--- src/rtl/core/clbs_pkg.sv ---
package clbs_pkg;

	typedef enum logic [2:0] {
		CMD_INIT    = 3'd0,
		CMD_INSTR   = 3'd1,
		CMD_DATA    = 3'd2,
		CMD_CURSOR  = 3'd3,
		CMD_DISPLAY = 3'd4,
		CMD_ENTRY   = 3'd5,
		CMD_GLYPH   = 3'd6
	} cmd_t;

	typedef enum logic [1:0] {
		REG_BUS_EIGHT = 2'd0,
		REG_ROW_COUNT = 2'd1,
		REG_COL_COUNT = 2'd2
	} reg_idx_t;

	typedef enum logic {
		JOB_BYTE = 1'b0,
		JOB_INIT = 1'b1
	} job_kind_t;

	typedef struct packed {
		logic [2:0] command;
		logic [7:0] value;
		logic [5:0] column;
		logic [2:0] row;
		logic       flag_set;
	} in_t;

	typedef struct packed {
		logic        register_select;
		logic [7:0]  bus_value;
		logic [15:0] wait_before_us;
		logic [12:0] wait_after_us;
		logic        last;
	} out_t;

	typedef struct packed {
		logic       bus_eight_bit;
		logic [2:0] row_count;
		logic [5:0] column_count;
	} cfg_t;

	// one queued job: a byte transfer or the whole power-up sequence
	typedef struct packed {
		job_kind_t  kind;
		logic       eight;
		logic       rs;
		logic [7:0] data;
	} job_t;

	localparam logic [7:0]  INS_FUNC_SET   = 8'h20;
	localparam logic [7:0]  INS_FUNC_8BIT  = 8'h10;
	localparam logic [7:0]  INS_FUNC_2LINE = 8'h08;
	localparam logic [7:0]  INS_DISPLAY    = 8'h08;
	localparam logic [7:0]  INS_ENTRY      = 8'h04;
	localparam logic [7:0]  INS_CLEAR      = 8'h01;
	localparam logic [7:0]  INS_HOME       = 8'h02;
	localparam logic [7:0]  INS_CGRAM      = 8'h40;
	localparam logic [7:0]  INS_DDRAM      = 8'h80;
	localparam logic [7:0]  WAKE_BYTE      = 8'h30;
	localparam logic [7:0]  WAKE_NIB       = 8'h03;
	localparam logic [7:0]  WAKE_NIB_4BIT  = 8'h02;

	localparam logic [2:0]  DISPLAY_RESET  = 3'b100;
	localparam logic [1:0]  ENTRY_RESET    = 2'b10;

	localparam logic [15:0] WAIT_POWER_US  = 16'd50000;
	localparam logic [12:0] WAIT_BASE_US   = 13'd50;
	localparam logic [12:0] WAIT_SLOW_US   = 13'd2050;
	localparam logic [12:0] WAIT_WAKE0_US  = 13'd5050;
	localparam logic [12:0] WAIT_WAKE_US   = 13'd200;

	localparam logic [3:0]  LAST_INIT_8    = 4'd7;
	localparam logic [3:0]  LAST_INIT_4    = 4'd13;
	localparam logic [3:0]  WAKE_STEPS_8   = 4'd3;
	localparam logic [3:0]  WAKE_STEPS_4   = 4'd4;

	function automatic logic [7:0] row_base(input logic [1:0] r);
		logic [7:0] b;
		unique case (r)
			2'd0: b = 8'h00;
			2'd1: b = 8'h40;
			2'd2: b = 8'h14;
			2'd3: b = 8'h54;
			default: b = 8'h00;
		endcase
		return b;
	endfunction

	function automatic logic [7:0] init_byte(input logic [2:0] k, input logic [7:0] fs);
		logic [7:0] b;
		unique case (k)
			3'd0: b = fs;
			3'd1: b = INS_DISPLAY;
			3'd2: b = INS_CLEAR;
			3'd3: b = INS_ENTRY | {6'd0, ENTRY_RESET};
			3'd4: b = INS_DISPLAY | {5'd0, DISPLAY_RESET};
			default: b = 8'h00;
		endcase
		return b;
	endfunction

	function automatic out_t make_xfer(input job_t j, input logic [3:0] step);
		out_t       o;
		logic [7:0] b;
		logic [3:0] rel;
		logic       hi;
		logic       wake;
		logic       extra;
		o     = '0;
		b     = j.data;
		hi    = 1'b0;
		wake  = 1'b0;
		rel   = 4'd0;
		if (j.kind == JOB_INIT) begin
			if (j.eight) begin
				wake = (step < WAKE_STEPS_8);
				rel  = step - WAKE_STEPS_8;
				b    = init_byte(rel[2:0], j.data);
			end else begin
				wake = (step < WAKE_STEPS_4);
				rel  = step - WAKE_STEPS_4;
				b    = init_byte(rel[3:1], j.data);
				hi   = ~rel[0];
			end
			o.last = (step == (j.eight ? LAST_INIT_8 : LAST_INIT_4));
		end else begin
			hi     = ~j.eight && (step == 4'd0);
			o.last = j.eight || (step != 4'd0);
		end
		extra = ~j.rs && ((b == INS_CLEAR) || (b == INS_HOME));
		if (wake) begin
			o.register_select = 1'b0;
			if (j.eight)
				o.bus_value = WAKE_BYTE;
			else if (step == WAKE_STEPS_4 - 4'd1)
				o.bus_value = WAKE_NIB_4BIT;
			else
				o.bus_value = WAKE_NIB;
			o.wait_before_us = (step == 4'd0) ? WAIT_POWER_US : 16'd0;
			o.wait_after_us  = (step == 4'd0) ? WAIT_WAKE0_US : WAIT_WAKE_US;
		end else begin
			o.register_select = j.rs;
			if (j.eight)
				o.bus_value = b;
			else if (hi)
				o.bus_value = {4'd0, b[7:4]};
			else
				o.bus_value = {4'd0, b[3:0]};
			o.wait_before_us = 16'd0;
			o.wait_after_us  = (!hi && extra) ? WAIT_SLOW_US : WAIT_BASE_US;
		end
		return o;
	endfunction

endpackage

--- src/rtl/core/char_lcd_bus_sequencer_unit.sv ---
// channel | direction | handshake            | payload
// in      | request   | in_valid / in_ready   | in_data   (command, value, column, row, flag_set)
// out     | transfer  | out_valid / out_ready | out_data  (register_select, bus_value, waits, last)
// cfg     | write/read| psel/penable/pwrite   | paddr, pwdata, prdata
// One transfer leaves per cycle unless out stalls: a byte request gives 1 transfer (8-bit) or 2
// (4-bit), init 8 (8-bit) or 14 (4-bit); the back sequencer stepping one per cycle sets this.
// A request is accepted while the two-entry job queue has room, also while out is stalled.
// Reset sets config to 4-bit, 2 rows, 16 columns, and the display and entry flags to power-up.
module char_lcd_bus_sequencer_unit (
	input  logic           clk,
	input  logic           arst_n,
	input  logic           in_valid,
	output logic           in_ready,
	input  clbs_pkg::in_t  in_data,
	output logic           out_valid,
	input  logic           out_ready,
	output clbs_pkg::out_t out_data,
	input  logic           psel,
	input  logic           penable,
	input  logic           pwrite,
	input  logic [3:0]     paddr,
	input  logic [31:0]    pwdata,
	output logic [31:0]    prdata,
	output logic           pready
);
	import clbs_pkg::*;

	cfg_t     cfg_q;
	logic     push_valid;
	job_t     push_job;
	job_t     pop_job;
	logic     fifo_full;
	logic     pop_valid;
	logic     pop;
	logic     wr_en;
	reg_idx_t reg_idx;

	assign pready  = 1'b1;
	assign wr_en   = psel && penable && pwrite && pready;
	assign reg_idx = reg_idx_t'(paddr[3:2]);

	always_ff @(posedge clk or negedge arst_n) begin
		if (!arst_n) begin
			cfg_q.bus_eight_bit <= 1'b0;
			cfg_q.row_count     <= 3'd2;
			cfg_q.column_count  <= 6'd16;
		end else if (wr_en) begin
			unique case (reg_idx)
				REG_BUS_EIGHT: cfg_q.bus_eight_bit <= pwdata[0];
				REG_ROW_COUNT: cfg_q.row_count     <= pwdata[2:0];
				REG_COL_COUNT: cfg_q.column_count  <= pwdata[5:0];
				default: ;
			endcase
		end
	end

	always_comb begin
		unique case (reg_idx)
			REG_BUS_EIGHT: prdata = {31'd0, cfg_q.bus_eight_bit};
			REG_ROW_COUNT: prdata = {29'd0, cfg_q.row_count};
			REG_COL_COUNT: prdata = {26'd0, cfg_q.column_count};
			default: prdata = 32'd0;
		endcase
	end

	clbs_front u_front (
		.clk        (clk),
		.arst_n     (arst_n),
		.cfg        (cfg_q),
		.in_valid   (in_valid),
		.in_ready   (in_ready),
		.in_data    (in_data),
		.push_valid (push_valid),
		.push_ready (~fifo_full),
		.push_job   (push_job)
	);

	clbs_fifo u_fifo (
		.clk       (clk),
		.arst_n    (arst_n),
		.push      (push_valid),
		.push_job  (push_job),
		.full      (fifo_full),
		.pop       (pop),
		.pop_valid (pop_valid),
		.pop_job   (pop_job)
	);

	clbs_back u_back (
		.clk       (clk),
		.arst_n    (arst_n),
		.job_valid (pop_valid),
		.job       (pop_job),
		.job_pop   (pop),
		.out_valid (out_valid),
		.out_ready (out_ready),
		.out_data  (out_data)
	);

endmodule

--- src/rtl/core/clbs_front.sv ---
module clbs_front (
	input  logic            clk,
	input  logic            arst_n,
	input  clbs_pkg::cfg_t  cfg,
	input  logic            in_valid,
	output logic            in_ready,
	input  clbs_pkg::in_t   in_data,
	output logic            push_valid,
	input  logic            push_ready,
	output clbs_pkg::job_t  push_job
);
	import clbs_pkg::*;

	logic [2:0] display_q;
	logic [1:0] entry_q;
	logic [2:0] display_nx;
	logic [1:0] entry_nx;
	logic       accept;
	logic       known;
	logic [2:0] rows;
	logic [5:0] cols;
	logic [2:0] row_c;
	logic [1:0] row_l;
	logic [5:0] col_c;
	logic [7:0] addr;
	logic [7:0] fs;

	assign in_ready = push_ready;
	assign accept   = in_valid && in_ready;

	always_comb begin
		rows  = (cfg.row_count == 3'd0) ? 3'd1 : cfg.row_count;
		cols  = (cfg.column_count == 6'd0) ? 6'd1 : cfg.column_count;
		row_c = (in_data.row >= rows) ? rows - 3'd1 : in_data.row;
		row_l = (row_c > 3'd3) ? 2'd3 : row_c[1:0];
		col_c = (in_data.column >= cols) ? cols - 6'd1 : in_data.column;
		addr  = INS_DDRAM | ({2'd0, col_c} + row_base(row_l));
		fs    = INS_FUNC_SET | (cfg.bus_eight_bit ? INS_FUNC_8BIT : 8'h00)
			| ((rows > 3'd1) ? INS_FUNC_2LINE : 8'h00);
		display_nx = in_data.flag_set ? (display_q | in_data.value[2:0])
			: (display_q & ~in_data.value[2:0]);
		entry_nx   = in_data.flag_set ? (entry_q | in_data.value[1:0])
			: (entry_q & ~in_data.value[1:0]);
	end

	always_comb begin
		push_job       = '0;
		push_job.kind  = JOB_BYTE;
		push_job.eight = cfg.bus_eight_bit;
		known          = 1'b1;
		unique case (cmd_t'(in_data.command))
			CMD_INIT: begin
				push_job.kind = JOB_INIT;
				push_job.data = fs;
			end
			CMD_INSTR: push_job.data = in_data.value;
			CMD_DATA: begin
				push_job.rs   = 1'b1;
				push_job.data = in_data.value;
			end
			CMD_CURSOR: push_job.data = addr;
			CMD_DISPLAY: push_job.data = INS_DISPLAY | {5'd0, display_nx};
			CMD_ENTRY: push_job.data = INS_ENTRY | {6'd0, entry_nx};
			CMD_GLYPH: push_job.data = INS_CGRAM | {2'd0, in_data.value[2:0], 3'd0};
			default: known = 1'b0;
		endcase
	end

	assign push_valid = accept && known;

	always_ff @(posedge clk or negedge arst_n) begin
		if (!arst_n) begin
			display_q <= DISPLAY_RESET;
			entry_q   <= ENTRY_RESET;
		end else if (accept) begin
			if (in_data.command == CMD_INIT) begin
				display_q <= DISPLAY_RESET;
				entry_q   <= ENTRY_RESET;
			end else if (in_data.command == CMD_DISPLAY) begin
				display_q <= display_nx;
			end else if (in_data.command == CMD_ENTRY) begin
				entry_q <= entry_nx;
			end
		end
	end

endmodule

--- src/rtl/core/clbs_fifo.sv ---
module clbs_fifo (
	input  logic            clk,
	input  logic            arst_n,
	input  logic            push,
	input  clbs_pkg::job_t  push_job,
	output logic            full,
	input  logic            pop,
	output logic            pop_valid,
	output clbs_pkg::job_t  pop_job
);
	import clbs_pkg::*;

	job_t       entries_q [2];
	logic       wr_ptr_q;
	logic       rd_ptr_q;
	logic [1:0] count_q;

	assign full      = (count_q == 2'd2);
	assign pop_valid = (count_q != 2'd0);
	assign pop_job   = entries_q[rd_ptr_q];

	always_ff @(posedge clk) begin
		if (push)
			entries_q[wr_ptr_q] <= push_job;
	end

	always_ff @(posedge clk or negedge arst_n) begin
		if (!arst_n) begin
			wr_ptr_q <= 1'b0;
			rd_ptr_q <= 1'b0;
			count_q  <= 2'd0;
		end else begin
			if (push)
				wr_ptr_q <= ~wr_ptr_q;
			if (pop)
				rd_ptr_q <= ~rd_ptr_q;
			if (push && !pop)
				count_q <= count_q + 2'd1;
			else if (pop && !push)
				count_q <= count_q - 2'd1;
		end
	end

endmodule

--- src/rtl/core/clbs_back.sv ---
module clbs_back (
	input  logic            clk,
	input  logic            arst_n,
	input  logic            job_valid,
	input  clbs_pkg::job_t  job,
	output logic            job_pop,
	output logic            out_valid,
	input  logic            out_ready,
	output clbs_pkg::out_t  out_data
);
	import clbs_pkg::*;

	job_t       cur_q;
	logic       cur_valid_q;
	logic [3:0] step_q;
	out_t       out_q;
	logic       out_valid_q;
	out_t       xfer;
	logic       advance;
	logic       done;

	assign xfer    = make_xfer(cur_q, step_q);
	assign advance = cur_valid_q && (!out_valid_q || out_ready);
	assign done    = advance && xfer.last;
	assign job_pop = job_valid && (!cur_valid_q || done);

	assign out_valid = out_valid_q;
	assign out_data  = out_q;

	always_ff @(posedge clk) begin
		if (job_pop)
			cur_q <= job;
		if (advance)
			out_q <= xfer;
	end

	always_ff @(posedge clk or negedge arst_n) begin
		if (!arst_n) begin
			cur_valid_q <= 1'b0;
			step_q      <= 4'd0;
			out_valid_q <= 1'b0;
		end else begin
			if (advance)
				out_valid_q <= 1'b1;
			else if (out_ready)
				out_valid_q <= 1'b0;
			if (job_pop) begin
				cur_valid_q <= 1'b1;
				step_q      <= 4'd0;
			end else if (done) begin
				cur_valid_q <= 1'b0;
				step_q      <= 4'd0;
			end else if (advance) begin
				step_q <= step_q + 4'd1;
			end
		end
	end

	a_step_bound: assert property (@(posedge clk) disable iff (!arst_n)
		cur_valid_q |-> step_q <= LAST_INIT_4)
		else $error("step past end of sequence");

	a_drain: assert property (@(posedge clk) disable iff (!arst_n)
		done && !job_valid |=> !cur_valid_q)
		else $error("job kept after last transfer");

	a_fresh_job: assert property (@(posedge clk) disable iff (!arst_n)
		job_pop |=> cur_valid_q && step_q == 4'd0)
		else $error("new job not started at step zero");

	a_out_load: assert property (@(posedge clk) disable iff (!arst_n)
		advance |=> out_valid_q)
		else $error("transfer lost");

endmodule

--- config.mk ---
export PLATFORM = sky130hd
export DESIGN_NAME = char_lcd_bus_sequencer_unit
export DESIGN_NICKNAME = d
export VERILOG_FILES = /design/src/rtl/core/clbs_pkg.sv /design/src/rtl/core/char_lcd_bus_sequencer_unit.sv /design/src/rtl/core/clbs_front.sv /design/src/rtl/core/clbs_fifo.sv /design/src/rtl/core/clbs_back.sv
export SDC_FILE = /design/constraint.sdc
export NUM_CORES = 1
export LEC_CHECK = 0
export BUFFER_PORTS_ARGS = -buffer_cell sky130_fd_sc_hd__buf_4
export CORE_MARGIN = 10
export CORE_UTILIZATION = 57
export CTS_CLUSTER_DIAMETER = 80
export DETAILED_ROUTE_END_ITERATION = 12
export PLACE_DENSITY_LB_ADDON = 0.05
export RECOVER_POWER = 25
export SLEW_MARGIN = 40
export SYNTH_ARGS = -nofsm -noshare
export SYNTH_HDL_FRONTEND = slang
export SYNTH_SLANG_ARGS = --single-unit
--- constraint.sdc ---
create_clock -name clk -period 10.09 [get_ports clk]
set_clock_uncertainty 0.15 [all_clocks]
set_input_delay 2.5225 -clock clk [delete_from_list [all_inputs] [get_ports clk]]
set_output_delay 2.5225 -clock clk [all_outputs]
set_load 0.01 [all_outputs]
==> flow_metrics.py <==
metrics = {
    "power": {
        "ir_drop_uv": 102,
        "leakage_nw": 2.26,
        "p_per_area_nw_per_um2": 266,
    },
    "setup_path": {
        "path_class": "in -> out",
        "worst-path-max-fanout": 6,
        "cpMostUsedCell": "buf_4",
        "cp.required_ps": 7420,
        "max_stage_delay_ps": 340,
        "critPathCaptureType": "output pin",
        "cp.arrival_ps": 3340,
        "cp_slowest_cell": "nor2b_1",
        "startpoint_type": "input pin",
        "path_cells": "buf_4, nor2b_1, nand2_1, o21ai_0, buf_4",
    },
    "global_routing": {
        "antenna_found_initial": 0,
        "grt_pass1_wl_um": 16200,
        "grt_util_all_layers_pct": 15.4,
        "grt_max_degree": 26,
        "grt-ovfl-total": 0,
        "grt_pass1_vias": 3378,
    },
    "sta": {
        "tightest_slew_ps": 1460,
        "setup_tns_ps": 0,
        "rsz0062_at_grt": "false",
        "min_period_over_period_pct": 59.5,
        "drv_slew": 0,
        "maxSlewHeadroom_pct": 2.87,
        "finalCriticalPeriod_ps": 6010,
        "timing.fmax_ghz": 0.166,
        "fin_ws_ps": 4080,
        "setup_viol_count_final": 0,
        "hold_viol_final": 0,
    },
    "drt": {
        "drtIter0Drc": 169,
        "dr.pass1.iters": 4,
        "drcViolationCount": 0,
        "wire_per_inst_um": 15.2,
        "via_count": 3309,
        "vias_per_cell": 5.29,
        "postRouteAntennaNets": 0,
        "wl_um": 9490,
    },
    "cells_and_area": {
        "nets": 602,
        "final_core_util_pct": 64.9,
        "fillers": 675,
        "diodes": 0,
        "syn2layout_area_growth_pct": 12.0,
        "drive_above_1_share_pct": 22.9,
        "instances_no_fill": 625,
    },
    "placement": {
        "port_buffers": 69,
        "gp_congestion": 0.868,
        "place_worst_setup_slack_ps": 4110,
        "hpwl_um": 7380,
        "dp_cells": 609,
    },
    "synth": {
        "synth_flop_cell": "edfxtp_1",
        "async_reset_ff_share_pct": 33.3,
        "ys_types": 66,
        "ys_seq_elements": 75,
        "ys_seq_area_share_pct": 45.5,
        "synth.avg_cell_area_um2": 10.2,
        "netlist_area_um2": 4690,
        "synthCells": 458,
        "synth_edf_count": 50,
        "synth_warnings": 0,
    },
    "clock_tree": {
        "clk_pin_slew_ps": 80,
        "clk_path_buf_depth": 2,
        "cts-root-buf": "clkbuf_8",
        "insertion_delay_ps": 340,
        "post-cts-setup-buffers": 0,
        "cts-buffers-inserted": 9,
        "cts_tree": "done",
        "h-tree-depth": 3,
        "hold_buffers": 0,
        "cts.sinks": 75,
        "cts_resized": 0,
    },
    "floorplanning": {
        "placeableCoreArea_um2": 8090,
        "fp.dieH_um": 111,
        "std_cell_rows": 33,
        "io_pins": 138,
        "die-width_um": 111,
        "die_area_um2": 12300,
        "initial_core_util_pct": 57.9,
    },
    "run_status": {
        "status": "complete, no violations",
    },
    "hold_path": {
        "min_path_type": "reg -> reg",
    },
    "run": {
        "cap_viol_max_count": 0,
    },
}
registers in the layout, summed over array words and instances (netlist names):
register and cells:
u_back.cur_q 11, u_fifo.count_q 2, u_fifo.wr_ptr_q 1, cfg_q 10
u_back.out_valid 1, u_fifo.rd_ptr_q 1, u_fifo.entries_q 22, u_back.cur_valid_q 1
u_back.out_data 17, u_front.entry_q 2, u_front.display_q 3, u_back.step_q 4
cells by family after synthesis:
group / count (synthesis) / share of synthesized area (%)
muxes: 27 / 6.30
xor gates and xnor gates: 13 / 2.59
and+or+nand+nor: 127 / 14.0
DFF: 75 / 45.5
adders and majority gates: 23 / 6.14
other: 2 / 0.160
buffers and inverters: 87 / 11.5
AOI/OAI and AO/OA: 104 / 13.8
critical path, delay by kind of cell:
| kind | cells | cell delay (ps) |
|---|---|---|
| and+or+nand+nor | 2 | 430 |
| AOI/OAI and AO/OA | 1 | 90 |
| buffers and inverters | 2 | 280 |
path summary, 6_finish.rpt:
kind | end | slack [ps] | cells after the start | start
max in group asynchronous | cfg_q[9] | 6580 | 1 | arst_n
worst max register to register | u_fifo.entries_q[0][6] | 6210 | 15 | cfg_q[4]
worst min-delay path | u_front.display_q[0] | 340 | 2 | u_front.display_q[0]
worst min register to register | u_front.display_q[0] | 340 | 2 | u_front.display_q[0]
min in group asynchronous | u_fifo.count_q[1] | 2360 | 1 | arst_n
worst max-delay path | prdata[0] | 4080 | 5 | paddr[2]
where the power goes:
group	internal (mW)	switching [mW]	total, mW	leakage (nW)
clock network	0.141	0.115	0.257	0.115
logic	0.261	0.308	0.569	1.37
registers	0.479	0.0912	0.570	0.776
cells in the final DEF, fill, tap and decap left out, drive strengths merged, types with 6 or more instances in the layout:
master and count:
buf 68, edfxtp 50, conb 40, o21ai 36, nand2 34, nor2 33, a21oi 27, inv 27
ha 23, dfrtp 21, mux2 20, nand3 10, clkbuf 10, and2 9, nand2b 8, xnor2 8
mux2i 7, a21o 6, nor3 6, nor2b 6
area by class of cell:
| class | instances | area [µm²] | share of cell area (%) |
|---|---|---|---|
| tap | 105 | 131 | 2.50 |
| clock inverter | 7 | 98.8 | 1.88 |
| clock buffer | 9 | 124 | 2.36 |
| sequential | 75 | 2130 | 40.6 |
| timing repair buffer | 69 | 514 | 9.80 |
| multi-input combinational | 334 | 2150 | 41.0 |
| inverter | 26 | 97.6 | 1.86 |
synth_stat cells, types with 3 or more instances:
master	number	area share, %
xor2_1	5	0.93
a21o_1	6	0.96
a31oi_1	5	0.67
o22ai_1	3	0.40
inv_1	24	1.9
a22oi_1	4	0.64
o31ai_1	3	0.48
nand3b_1	4	0.64
buf_2	3	0.32
nand2_1	33	2.6
buf_4	49	7.8
and2_1	8	1.1
nor3_1	6	0.64
mux2_2	20	4.8
mux2i_1	7	1.5
nor2b_1	6	0.80
ha_1	23	6.1
clkbuf_1	4	0.32
o21ai_0	33	3.5
nand2b_1	8	1.1
xnor2_1	7	1.3
o21a_1	3	0.48
a21oi_1	27	2.9
nor2_1	33	2.6
dfrtp_1	21	11
edfxtp_1	50	32
nand3_1	9	0.96
dfstp_2	4	2.2
metrics by stage:
step	area, µm²	hold slack [ps]	power, mW
floorplan	4830	296	0.998
global placement	5040	321	1.14
detailed placement	5050	336	1.16
CTS	5270	353	1.42
global route	5250	378	1.51
finish	5250	343	1.40
layer usage:
metal	wire (µm)	global-route usage [%]	up-vias	share of wire, %
met5	0	0	-	0
met4	91	4.34	0	0.96
met3	478	4.44	10	5.0
met2	4800	26.8	86	51
met1	4120	18.0	1557	43
li1	-	-	1656	-
(Power assumes the default switching activity.)
